==> src/hw/rtl/felq_pkg.sv <==
package felq_pkg;

  localparam int unsigned TIMER_WIDTH = 24;
  localparam int unsigned COUNT_WIDTH = 32;
  localparam int unsigned EVENT_WIDTH = 32;
  localparam int unsigned APB_DATA_WIDTH = 32;
  localparam int unsigned APB_ADDR_WIDTH = 4;
  localparam int unsigned IN_TDATA_WIDTH = 8;
  localparam int unsigned OUT_TDATA_WIDTH = 40;

  localparam logic [TIMER_WIDTH-1:0] RISE_LOCKOUT_RESET = TIMER_WIDTH'(2000);
  localparam logic [TIMER_WIDTH-1:0] FALL_LOCKOUT_RESET = TIMER_WIDTH'(10000);
  localparam logic [TIMER_WIDTH-1:0] FRAME_PULSE_RESET  = TIMER_WIDTH'(8000);
  localparam logic [TIMER_WIDTH-1:0] EOF_PULSE_RESET    = TIMER_WIDTH'(1000000);

  // register index, taken from paddr[3:2]
  typedef enum logic [1:0] {
    REG_RISE_LOCKOUT = 2'd0,
    REG_FALL_LOCKOUT = 2'd1,
    REG_FRAME_PULSE  = 2'd2,
    REG_EOF_PULSE    = 2'd3
  } reg_idx_e;

  typedef enum logic [5:0] {
    PH_ARM_RISE  = 6'b000001,
    PH_ARM_FALL  = 6'b000010,
    PH_LOCK_RISE = 6'b000100,
    PH_LOCK_FALL = 6'b001000,
    PH_HALTED    = 6'b010000,
    PH_UNARMED   = 6'b100000
  } phase_e;

  typedef struct packed {
    logic [TIMER_WIDTH-1:0] rise_lockout_ticks;
    logic [TIMER_WIDTH-1:0] fall_lockout_ticks;
    logic [TIMER_WIDTH-1:0] frame_pulse_ticks;
    logic [TIMER_WIDTH-1:0] eof_pulse_ticks;
  } cfg_t;

  typedef struct packed {
    logic                   restart_level;
    logic                   film_end_level;
    logic                   frame_level;
  } levels_t;

  // packed so that frame_pulse is bit 0
  typedef struct packed {
    logic [EVENT_WIDTH-1:0] event_count;
    logic                   film_end_strobe;
    logic                   frame_strobe;
    logic                   motor_stop;
    logic                   film_end_pulse;
    logic                   frame_pulse;
  } result_t;

endpackage

==> src/hw/rtl/felq_cfg_regs.sv <==
module felq_cfg_regs (
  input  logic                                    clk_i,
  input  logic                                    rst_ni,
  input  logic                                    psel,
  input  logic                                    penable,
  input  logic                                    pwrite,
  input  logic [felq_pkg::APB_ADDR_WIDTH-1:0]     paddr,
  input  logic [felq_pkg::APB_DATA_WIDTH-1:0]     pwdata,
  output logic [felq_pkg::APB_DATA_WIDTH-1:0]     prdata,
  output logic                                    pready,
  output felq_pkg::cfg_t                          cfg_o
);

  felq_pkg::cfg_t   cfg_q;
  felq_pkg::reg_idx_e idx;
  logic             wr_en;
  logic [felq_pkg::TIMER_WIDTH-1:0] wval;
  logic [felq_pkg::TIMER_WIDTH-1:0] rval;

  assign pready = 1'b1;
  assign idx    = felq_pkg::reg_idx_e'(paddr[3:2]);
  assign wr_en  = psel & penable & pwrite & pready;
  assign wval   = pwdata[felq_pkg::TIMER_WIDTH-1:0];

  always_ff @(posedge clk_i or negedge rst_ni) begin
    if (!rst_ni) begin
      cfg_q.rise_lockout_ticks <= felq_pkg::RISE_LOCKOUT_RESET;
      cfg_q.fall_lockout_ticks <= felq_pkg::FALL_LOCKOUT_RESET;
      cfg_q.frame_pulse_ticks  <= felq_pkg::FRAME_PULSE_RESET;
      cfg_q.eof_pulse_ticks    <= felq_pkg::EOF_PULSE_RESET;
    end else if (wr_en) begin
      case (idx)
        felq_pkg::REG_RISE_LOCKOUT: cfg_q.rise_lockout_ticks <= wval;
        felq_pkg::REG_FALL_LOCKOUT: cfg_q.fall_lockout_ticks <= wval;
        felq_pkg::REG_FRAME_PULSE:  cfg_q.frame_pulse_ticks  <= wval;
        felq_pkg::REG_EOF_PULSE:    cfg_q.eof_pulse_ticks    <= wval;
        default: ;
      endcase
    end
  end

  always_comb begin
    case (idx)
      felq_pkg::REG_RISE_LOCKOUT: rval = cfg_q.rise_lockout_ticks;
      felq_pkg::REG_FALL_LOCKOUT: rval = cfg_q.fall_lockout_ticks;
      felq_pkg::REG_FRAME_PULSE:  rval = cfg_q.frame_pulse_ticks;
      felq_pkg::REG_EOF_PULSE:    rval = cfg_q.eof_pulse_ticks;
      default:                    rval = '0;
    endcase
  end

  assign prdata = felq_pkg::APB_DATA_WIDTH'(rval);
  assign cfg_o  = cfg_q;

endmodule

==> src/hw/rtl/felq_core.sv <==
module felq_core (
  input  logic              clk_i,
  input  logic              rst_ni,
  input  felq_pkg::cfg_t    cfg_i,
  input  logic              fire_i,
  input  felq_pkg::levels_t levels_i,
  output felq_pkg::result_t result_o
);

  localparam int unsigned TW = felq_pkg::TIMER_WIDTH;
  localparam int unsigned CW = felq_pkg::COUNT_WIDTH;

  felq_pkg::levels_t prev_q;
  felq_pkg::phase_e  phase_q, phase_d;
  logic [TW-1:0]     lock_q, lock_d;
  logic [TW-1:0]     fp_q, fp_d;
  logic [TW-1:0]     ep_q, ep_d;
  logic [CW-1:0]     cnt_q, cnt_d;
  logic              armed_q, armed_d;
  logic              motor_q, motor_d;

  logic              f_rise, f_fall, e_rise, r_fall;
  logic              frame_ok, fstrobe, estrobe;
  logic [CW-1:0]     count_out;

  assign f_rise = !prev_q.frame_level && levels_i.frame_level;
  assign f_fall = prev_q.frame_level && !levels_i.frame_level;
  assign e_rise = !prev_q.film_end_level && levels_i.film_end_level;
  assign r_fall = prev_q.restart_level && !levels_i.restart_level;

  always_comb begin
    phase_d   = phase_q;
    lock_d    = lock_q;
    fp_d      = (fp_q != '0) ? fp_q - TW'(1) : fp_q;
    ep_d      = (ep_q != '0) ? ep_q - TW'(1) : ep_q;
    cnt_d     = cnt_q;
    armed_d   = armed_q;
    motor_d   = motor_q;
    frame_ok  = 1'b1;
    fstrobe   = 1'b0;
    estrobe   = 1'b0;
    count_out = '0;

    if (phase_q == felq_pkg::PH_LOCK_RISE || phase_q == felq_pkg::PH_LOCK_FALL) begin
      if (lock_q != '0) begin
        lock_d   = lock_q - TW'(1);
        frame_ok = 1'b0;
      end else begin
        phase_d = (phase_q == felq_pkg::PH_LOCK_RISE) ? felq_pkg::PH_ARM_FALL
                                                       : felq_pkg::PH_ARM_RISE;
      end
    end

    if (e_rise && armed_q) begin
      estrobe   = 1'b1;
      count_out = cnt_q;
      ep_d      = cfg_i.eof_pulse_ticks;
      motor_d   = 1'b1;
      cnt_d     = '0;
      armed_d   = 1'b0;
      phase_d   = felq_pkg::PH_HALTED;
      lock_d    = '0;
      frame_ok  = 1'b0;
    end

    // restart overrides a halt taken on the same tick
    if (r_fall) begin
      cnt_d    = '0;
      lock_d   = '0;
      phase_d  = levels_i.frame_level ? felq_pkg::PH_ARM_FALL : felq_pkg::PH_ARM_RISE;
      frame_ok = 1'b0;
    end

    if (frame_ok) begin
      case (phase_d)
        felq_pkg::PH_ARM_RISE: begin
          if (f_rise) begin
            phase_d = felq_pkg::PH_LOCK_RISE;
            lock_d  = cfg_i.rise_lockout_ticks;
          end
        end
        felq_pkg::PH_ARM_FALL: begin
          if (f_fall) begin
            fstrobe   = 1'b1;
            count_out = cnt_q;
            if (cnt_q == '0) armed_d = 1'b1;
            fp_d      = cfg_i.frame_pulse_ticks;
            cnt_d     = cnt_q + CW'(1);
            phase_d   = felq_pkg::PH_LOCK_FALL;
            lock_d    = cfg_i.fall_lockout_ticks;
          end
        end
        felq_pkg::PH_HALTED: ;
        // only the unarmed phase gets here: arm from the current level
        default: begin
          phase_d = levels_i.frame_level ? felq_pkg::PH_ARM_FALL : felq_pkg::PH_ARM_RISE;
        end
      endcase
    end
  end

  always_ff @(posedge clk_i or negedge rst_ni) begin
    if (!rst_ni) begin
      prev_q  <= '0;
      phase_q <= felq_pkg::PH_UNARMED;
      lock_q  <= '0;
      fp_q    <= '0;
      ep_q    <= '0;
      cnt_q   <= '0;
      armed_q <= 1'b0;
      motor_q <= 1'b0;
    end else if (fire_i) begin
      prev_q  <= levels_i;
      phase_q <= phase_d;
      lock_q  <= lock_d;
      fp_q    <= fp_d;
      ep_q    <= ep_d;
      cnt_q   <= cnt_d;
      armed_q <= armed_d;
      motor_q <= motor_d;
    end
  end

  assign result_o.frame_pulse     = (fp_d != '0);
  assign result_o.film_end_pulse  = (ep_d != '0);
  assign result_o.motor_stop      = motor_d;
  assign result_o.frame_strobe    = fstrobe;
  assign result_o.film_end_strobe = estrobe;
  assign result_o.event_count     = felq_pkg::EVENT_WIDTH'(count_out);

  a_lock_only_in_lockout: assert property (@(posedge clk_i) disable iff (!rst_ni)
    (lock_q != '0) |-> (phase_q == felq_pkg::PH_LOCK_RISE ||
                        phase_q == felq_pkg::PH_LOCK_FALL))
    else $error("lockout count running outside a lockout phase");

  a_halt_disarms: assert property (@(posedge clk_i) disable iff (!rst_ni)
    (phase_q == felq_pkg::PH_HALTED) |-> !armed_q)
    else $error("end-of-film detection armed while halted");

  a_eof_stops_motor: assert property (@(posedge clk_i) disable iff (!rst_ni)
    (fire_i && estrobe) |=> (motor_q && cnt_q == '0))
    else $error("end of film did not latch motor stop and clear count");

  a_restart_clears: assert property (@(posedge clk_i) disable iff (!rst_ni)
    (fire_i && r_fall) |=> (cnt_q == '0 && lock_q == '0))
    else $error("restart did not clear count and lockout");

endmodule

==> src/hw/rtl/felq_out_stage.sv <==
module felq_out_stage (
  input  logic              clk_i,
  input  logic              rst_ni,
  input  logic              in_valid_i,
  output logic              in_ready_o,
  input  felq_pkg::result_t in_data_i,
  output logic              out_valid_o,
  input  logic              out_ready_i,
  output felq_pkg::result_t out_data_o
);

  logic              main_valid_q;
  logic              skid_valid_q;
  felq_pkg::result_t main_q;
  felq_pkg::result_t skid_q;
  logic              in_fire;
  logic              main_free;

  assign in_ready_o = !skid_valid_q;
  assign in_fire    = in_valid_i && in_ready_o;
  assign main_free  = !main_valid_q || out_ready_i;

  always_ff @(posedge clk_i or negedge rst_ni) begin
    if (!rst_ni) begin
      main_valid_q <= 1'b0;
      skid_valid_q <= 1'b0;
    end else if (main_free) begin
      if (skid_valid_q) begin
        main_valid_q <= 1'b1;
        skid_valid_q <= 1'b0;
      end else begin
        main_valid_q <= in_fire;
      end
    end else if (in_fire) begin
      skid_valid_q <= 1'b1;
    end
  end

  always_ff @(posedge clk_i) begin
    if (main_free) begin
      main_q <= skid_valid_q ? skid_q : in_data_i;
    end else if (in_fire) begin
      skid_q <= in_data_i;
    end
  end

  assign out_valid_o = main_valid_q;
  assign out_data_o  = main_q;

  a_skid_behind_main: assert property (@(posedge clk_i) disable iff (!rst_ni)
    skid_valid_q |-> main_valid_q)
    else $error("skid word held with empty output register");

  a_skid_drains: assert property (@(posedge clk_i) disable iff (!rst_ni)
    (skid_valid_q && out_ready_i) |=> (main_valid_q && !skid_valid_q))
    else $error("skid word not moved to output register");

  a_stall_fills_skid: assert property (@(posedge clk_i) disable iff (!rst_ni)
    (main_valid_q && !out_ready_i && in_fire) |=> skid_valid_q)
    else $error("word taken during stall was dropped");

endmodule

==> src/hw/rtl/frame_edge_lockout_qualifier.sv <==
// Frame edge qualifier with lockout for a film transport sensor.
// Slave stream: one word per microsecond tick with the sampled levels of the
// frame-advance, end-of-film and restart inputs. Master stream: exactly one
// result word per input word, in order: pulse levels, motor stop, strobes and
// the event count.
// A result is computed from its accepted input word and registered in the output
// register, or in the skid buffer while the receiver stalls. Throughput: one word per cycle while s_axis_tready is
// high; the qualifier state updates in a single pass between the accepted word and the output register.
// The output register is backed by a one-word skid buffer, so a word is
// still accepted in the cycle the receiver stalls; s_axis_tready drops only
// when both are full, and nothing is lost or repeated.
// Reset clears the edge history, timers, count, motor stop and end detection
// and sets the phase to unarmed; the timing registers return to 2000, 10000,
// 8000 and 1000000 ticks. The APB port holds the four timing registers at
// byte addresses 0, 4, 8 and 12; write them only while the stream is idle.
module frame_edge_lockout_qualifier (
  input  logic                                   clk_i,
  input  logic                                   rst_ni,
  input  logic                                   psel,
  input  logic                                   penable,
  input  logic                                   pwrite,
  input  logic [felq_pkg::APB_ADDR_WIDTH-1:0]    paddr,
  input  logic [felq_pkg::APB_DATA_WIDTH-1:0]    pwdata,
  output logic [felq_pkg::APB_DATA_WIDTH-1:0]    prdata,
  output logic                                   pready,
  input  logic                                   s_axis_tvalid,
  output logic                                   s_axis_tready,
  // [0] frame_level, [1] film_end_level, [2] restart_level, [7:3] zero
  input  logic [felq_pkg::IN_TDATA_WIDTH-1:0]    s_axis_tdata,
  output logic                                   m_axis_tvalid,
  input  logic                                   m_axis_tready,
  // [0] frame_pulse, [1] film_end_pulse, [2] motor_stop, [3] frame_strobe,
  // [4] film_end_strobe, [36:5] event_count, [39:37] zero
  output logic [felq_pkg::OUT_TDATA_WIDTH-1:0]   m_axis_tdata
);

  felq_pkg::cfg_t    cfg;
  felq_pkg::levels_t levels;
  felq_pkg::result_t result;
  felq_pkg::result_t out_word;
  logic              in_fire;

  assign levels  = s_axis_tdata[2:0];
  assign in_fire = s_axis_tvalid && s_axis_tready;

  felq_cfg_regs u_cfg_regs (
    .clk_i   (clk_i),
    .rst_ni  (rst_ni),
    .psel    (psel),
    .penable (penable),
    .pwrite  (pwrite),
    .paddr   (paddr),
    .pwdata  (pwdata),
    .prdata  (prdata),
    .pready  (pready),
    .cfg_o   (cfg)
  );

  felq_core u_core (
    .clk_i    (clk_i),
    .rst_ni   (rst_ni),
    .cfg_i    (cfg),
    .fire_i   (in_fire),
    .levels_i (levels),
    .result_o (result)
  );

  felq_out_stage u_out_stage (
    .clk_i       (clk_i),
    .rst_ni      (rst_ni),
    .in_valid_i  (s_axis_tvalid),
    .in_ready_o  (s_axis_tready),
    .in_data_i   (result),
    .out_valid_o (m_axis_tvalid),
    .out_ready_i (m_axis_tready),
    .out_data_o  (out_word)
  );

  assign m_axis_tdata = felq_pkg::OUT_TDATA_WIDTH'(out_word);

endmodule

==> config.mk <==
export PLATFORM = sky130hd
export DESIGN_NAME = frame_edge_lockout_qualifier
export DESIGN_NICKNAME = d
export VERILOG_FILES = /design/src/hw/rtl/felq_pkg.sv /design/src/hw/rtl/felq_cfg_regs.sv /design/src/hw/rtl/felq_core.sv /design/src/hw/rtl/felq_out_stage.sv /design/src/hw/rtl/frame_edge_lockout_qualifier.sv
export SDC_FILE = /design/constraint.sdc
export NUM_CORES = 1
export LEC_CHECK = 0
export BUFFER_PORTS_ARGS = -buffer_cell sky130_fd_sc_hd__buf_2
export CAP_MARGIN = 25
export CORE_ASPECT_RATIO = 0.8
export CORE_UTILIZATION = 40
export CTS_BUF_LIST = sky130_fd_sc_hd__clkbuf_4 sky130_fd_sc_hd__clkbuf_8
export DETAILED_ROUTE_END_ITERATION = 8
export PLACE_DENSITY = 0.57
export SYNTH_ARGS = -nofsm -noshare
export SYNTH_HDL_FRONTEND = slang
export SYNTH_SLANG_ARGS = --single-unit
==> constraint.sdc <==
create_clock -name clk_i -period 3.7 [get_ports clk_i]
set_clock_uncertainty 0.1 [all_clocks]
set_input_delay 0.74 -clock clk_i [delete_from_list [all_inputs] [get_ports clk_i]]
set_output_delay 0.74 -clock clk_i [all_outputs]
set_load 0.02 [all_outputs]
==> After elaboration in Yosys (flattened, before gate mapping) <==
Index checks and enable logic that the tools add are counted.
{ "totals": {"ff_bits": 287, "latchBits": 0, "mem_bits_rw": 0, "romBits": 0, "input_bits": 51, "wordCells": 122, "memories": 0} }
{ "op_classes": {"add_sub_neg": 4, "mul": 0, "n_div": 0, "order_cmp": 0, "eq_ne": 8, "n_shift": 0, "muxes": 52, "n_bitwise": 3, "n_reduce_logical": 27} }
{ "op_table": {"columns": ["cell", "n"], "rows": [
  ["24-bit 2-to-1 mux", 13],
  ["32-bit 2-to-1 mux", 9],
  ["24-bit nonzero test", 5],
  ["24-bit case mux with 4 select lines", 1],
  ["24-bit by 1-bit subtractor with 24-bit output, second input constant", 3],
  ["24-bit case mux with 2 select lines", 1],
  ["6-bit 2-to-1 mux", 7],
  ["37-bit 2-to-1 mux", 1],
  ["32-bit by 1-bit adder with 32-bit output, second input constant", 1],
  ["32-bit logical NOT", 1],
  ["6-bit case mux with 3 select lines", 1],
  ["1-bit 2-to-1 mux", 17],
  ["2-bit AND reduction", 5],
  ["6-bit by 1-bit equality test with 1-bit output, second input constant", 1],
  ["6-bit by 2-bit equality test with 1-bit output, second input constant", 1],
  ["6-bit by 3-bit equality test with 1-bit output, second input constant", 1],
  ["6-bit by 4-bit equality test with 1-bit output, second input constant", 1],
  ["6-bit by 5-bit equality test with 1-bit output, second input constant", 1],
  ["1-bit logical AND", 6],
  ["1-bit logical NOT", 6],
  ["2-bit equality test, second input constant", 2],
  ["2-bit 2-to-1 mux", 2],
  ["1-bit AND", 2],
  ["2-bit by 1-bit equality test with 1-bit output, second input constant", 1],
  ["other kinds (4)", 5]
]} }

==> Longest topological paths before layout <==
{ "logic_depth": {"word_depth": 11, "depth_mapped": 13, "depth_no_buf": 10} }

==> By module <==
Synthesis repeated with hierarchy kept, for this count alone.
{ "hier_totals": {"hier_cells": 1449, "area_unflattened_um2": 15651.3} }
{ "modules_own_cells": {"columns": ["module", "instances", "cells_each", "area_each_um2", "seq_area_each_um2"], "rows": [
  ["felq_core", 1, 1071, 8496.9, 2879.0],
  ["felq_cfg_regs", 1, 250, 4359.2, 2432.3],
  ["felq_out_stage", 1, 123, 2762.6, 2272.2],
  ["frame_edge_lockout_qualifier", 1, 5, 32.5, 0.0]
]} }

==> Worst setup path after synthesis <==
OpenSTA, ideal clock, no wires.
{ "synth_timing": {"path_kind": "in2reg", "from": "input m_axis_tready", "to": "register u_out_stage.skid_q[0] in the netlist's numbering, enable pin", "setup_time_ns": 0.431, "t_arrival_ns": 3.385, "required_ns": 3.169, "slack_ns": -0.217, "stages": 2, "path_buffers": 0, "path_cell_list": "nand2b_1 -> nor2_1"} }
{ "synth_via": {"elab_chain_len": 3} }
{ "synth_lines": {"columns": ["item", "line_no", "text"], "rows": [
  ["start, declared", "frame_edge_lockout_qualifier.sv:31", "input logic m_axis_tready,"],
  ["1-bit logical OR", "felq_out_stage.sv:21", "assign main_free = !main_valid_q || out_ready_i;"],
  ["1-bit inverter (no source line)", null, null],
  ["2-bit AND reduction (no source line)", null, null],
  ["end signal, assigned", "felq_out_stage.sv:43", "skid_q <= in_data_i;"],
  ["end, declared", "felq_out_stage.sv:15", "felq_pkg::result_t skid_q;"]
]} }
Every way passes these cells.
A chain may end at the register's enable or synchronous reset.

==> Worst setup path after layout <==
{ "layout_timing": {"from": "register u_core.ep_q[7]", "to": "register u_out_stage.main_q (netlist bit u_out_stage.out_data_o[1]) (data pin)"} }
{ "layout_via": {"elab_chain_len": 5} }
{ "layout_lines": {"columns": ["item", "line_no", "text"], "rows": [
  ["start, declared", "felq_core.sv:17", "logic [TW-1:0] ep_q, ep_d;"],
  ["start signal, assigned", "felq_core.sv:117", "ep_q <= ep_d;"],
  ["24-bit by 1-bit subtractor with 24-bit output / 24-bit nonzero test (equally long branches)", "felq_core.sv:35", "ep_d = (ep_q != '0) ? ep_q - TW'(1) : ep_q;"],
  ["24-bit 2-to-1 mux *", "felq_core.sv:35", null],
  ["24-bit 2-to-1 mux *", "felq_core.sv:54", "if (e_rise && armed_q) begin"],
  ["24-bit nonzero test *", "felq_core.sv:125", "assign result_o.film_end_pulse = (ep_d != '0);"],
  ["37-bit 2-to-1 mux *", "felq_out_stage.sv:41", "main_q <= skid_valid_q ? skid_q : in_data_i;"],
  ["end signal, assigned", "felq_out_stage.sv:41", null],
  ["end, declared", "felq_out_stage.sv:14", "felq_pkg::result_t main_q;"]
]} }
Every way passes the cells marked *; elsewhere a longest branch is shown, timed or not.

==> reports/metrics.cfg <==
[run_status]
outcome = finished, final reports clean

[synthesis]
yosysSeqAreaShare_pct = 48.5
synthTopCellsByArea = dfrtp_1, edfxtp_1, mux2_2
synth-async-reset-ratio_pct = 74.2
synth_top_family_by_area = simple AND/OR/NAND/NOR gates
synthAdderAreaFrac_pct = 0.544
synth.largest_area_cell = dfrtp_1
synth-xor-area-share_pct = 0.616
synthCells = 1489
synth.most_common_cell = dfrtp_1
ys.warnings.count = 0
ys_seq_elements = 287
ys_types = 87
synth_area_um2 = 15600
netlist.area_leader.share_pct = 30.1
synthMuxAreaShare_pct = 13.4
yosys_most_used_dff = dfrtp_1
syn_area_per_cell_um2 = 10.5
ys_top_cells_by_count = dfrtp_1, mux2_2, nand2_1, nor2_1, o21ai_0
synth-simple-area-share_pct = 19.2
synth-edff-count = 74
synth-compound-area-share_pct = 14.1

[placed_design]
dpl.hpwl_um = 33600
gp_congestion = 0.974
io_buffer_count = 98
placedCellCount = 2053

[worst_setup_path]
crit_family = simple AND/OR/NAND/NOR gates
cp_max_fo = 9
path_cells = or4_1 > nor3_1 > nand2_2 > a41oi_1 > a31oi_1 > nor4b_2 > a41oi_1
critPathCaptureType = flop
required_ns = 3.92
r2r_cells = 7
r2r-start = u_core.ep_q[7]$_DFFE_PN0P_
cp_slowest_cell = or4_1
ff2ff_setup_slack_ns = 0.30
crit_buf_inv = 0
cp-startpoint = u_core.ep_q[7]$_DFFE_PN0P_
start_kind = flop
slowest_delay_ns = 0.74
crit_top_cell = a41oi_1
crit_type = reg2reg
arrival_ns = 3.62
r2r_end = u_out_stage.out_data_o[1]$_DFFE_PN_

[cells_and_area]
finalCoreUtilization_pct = 46.8
layout-drive-gt1-share_pct = 28.5
fin_cells = 2146
areaGrowthSynthToFinish_pct = 14.7
num-nets-final = 1668

[power]
powerDensity_nw_per_um2 = 615
p_leak_nw = 7.16
peakVddDrop_v = 0.000348
total_power_w = 0.0110

[drt]
routedWlPerCell_um = 22.0
wl_um = 47200
antenna_left = 0
dr.pass1.iters = 5
vias = 12900
vias_per_cell = 6.02
drt-initial-drc-count = 1207
remaining_drc_errors = 0

[floorplan]
start_util_pct = 40.8
fp.dieArea_um2 = 39900
die_w_um = 223
io_pins = 126
core_area_um2 = 38400
die_h_um = 179
floorplan.rows = 64

[grt]
grt_pass1_wl_um = 73700
overflow = 0
grt_pass1_vias = 11900
gr-max-usage-layer = met1
grt_usage_pct = 24.0
globalRouteMet1Util_pct = 38.1
grt_antenna_before_repair = 0
grt_max_degree = 112
grt_use_met3_pct = 3.33
use_met2_pct = 33.0

[timing]
rsz0062_at_grt = false
slew_violations = 0
setup_tns_ns = 0
fin_crit_ns = 3.40
fin_crit_sh_pct = 91.8
fmax_mhz = 294
slew_headroom_pct = 25.6
setup_viol = 0
hold_slack_ns = 0.0443
finalHoldViolCount = 0
worstMarginPinSlew_ns = 1.12

[clock_tree]
cts-hold-fix-buffers = 0
numCtsBuffers = 49
cts_resized = 0
path_clk_slew_ns = 0.06
clk_path_buf_depth = 3
cts-root-buf = clkbuf_8
htree_levels = 2
cts_tree = done
insertion_delay_ns = 0.62
cts.sinks = 287

[job]
cap_violations = 0

[worst_hold_path]
hold_class = in2async

[routing by layer]
metal  wire length, µm  share of wire [%]
met3              2930                6.2
met5                 0                  0
met1             23700                 50
met4              1240                2.6
met2             19300                 41
[sequential cells by signal (all words and copies together) (netlist names), 3 cells and up]
signal	cells
u_out_stage.skid_q	37
u_core.phase_q	6
u_core.ep_q	24
u_core.lock_q	24
u_cfg_regs.cfg_o	96
u_core.prev_q	3
u_out_stage.out_data_o	37
u_core.cnt_q	32
u_core.fp_q	24
[what timing repair did]
| item | 4_1_cts | 5_1_grt |
|---|---|---|
| setup buffers | 0 | 2 |
| endpoints found under the hold margin | 0 | 0 |
| endpoints found under the setup margin | 0 | 1 |
[layout make-up]
type,count,area (µm²)
tap,495,619
clock inverter,7,43.8
clock buffer,83,986
inverter,26,97.6
timing repair buffer,164,1050
multi-input combinational,1083,7560
antenna,1,2.50
sequential,287,7580
fill,3547,20400
[cells in the final DEF (no fill, tap or decap), types with 19 or more instances in the layout]
master,instances
dfrtp_1,188
mux2_2,131
nand2_1,120
buf_2,97
o21ai_0,90
nor2_1,89
a21oi_1,86
edfxtp_1,74
buf_4,62
clkbuf_8,58
nor3_1,48
nand3_1,44
nor4_1,43
nand4_1,31
and2_1,31
clkbuf_4,25
dfstp_2,25
mux4_2,24
inv_1,23
a31oi_1,19
[worst max path at each step]
stage / end / cells after the start
2_1_floorplan: u_out_stage.skid_q[0]$_DFFE_PP_ / 2
3_3_place_gp: u_out_stage.out_data_o[1]$_DFFE_PN_ / 7
3_5_place_dp: u_core.lock_q[4]$_DFFE_PN0P_ / 10
4_1_cts: u_out_stage.out_data_o[1]$_DFFE_PN_ / 7
5_1_grt: u_out_stage.out_data_o[1]$_DFFE_PN_ / 8
6_report: u_out_stage.out_data_o[1]$_DFFE_PN_ / 7
[where the power goes]
| group | total, W | internal [W] | switching, W | leakage [nW] |
|---|---|---|---|---|
| Clock | 0.00301 | 0.00167 | 0.00134 | 0.549 |
| Sequential | 0.00494 | 0.00399 | 0.000950 | 3.32 |
| Combinational | 0.00308 | 0.00133 | 0.00174 | 3.29 |
[worst reg2reg max path, delay by kind of cell, from the launching register on]
family,cells,cell delay [ns]
and+or+nand+nor,4,1.87
DFF,1,0.46
AOI/OAI and AO/OA,3,0.69
[through the flow]
step	worst slack, ns	instance area, µm²
floorplan	0.386	15700
detailed placement	0.203	16900
global route	0.0687	17900
global placement	0.284	16900
finish	0.303	17900
CTS	0.230	17900
[cells by family after synthesis]
logic type,after synthesis
DFF,287
AOI/OAI and AO/OA,342
and+or+nand+nor,548
other,2
muxes,163
buffers and inverters,129
xor gates and xnor gates,11
adders and majority gates,7
Power figures use the tool's default switching activity.
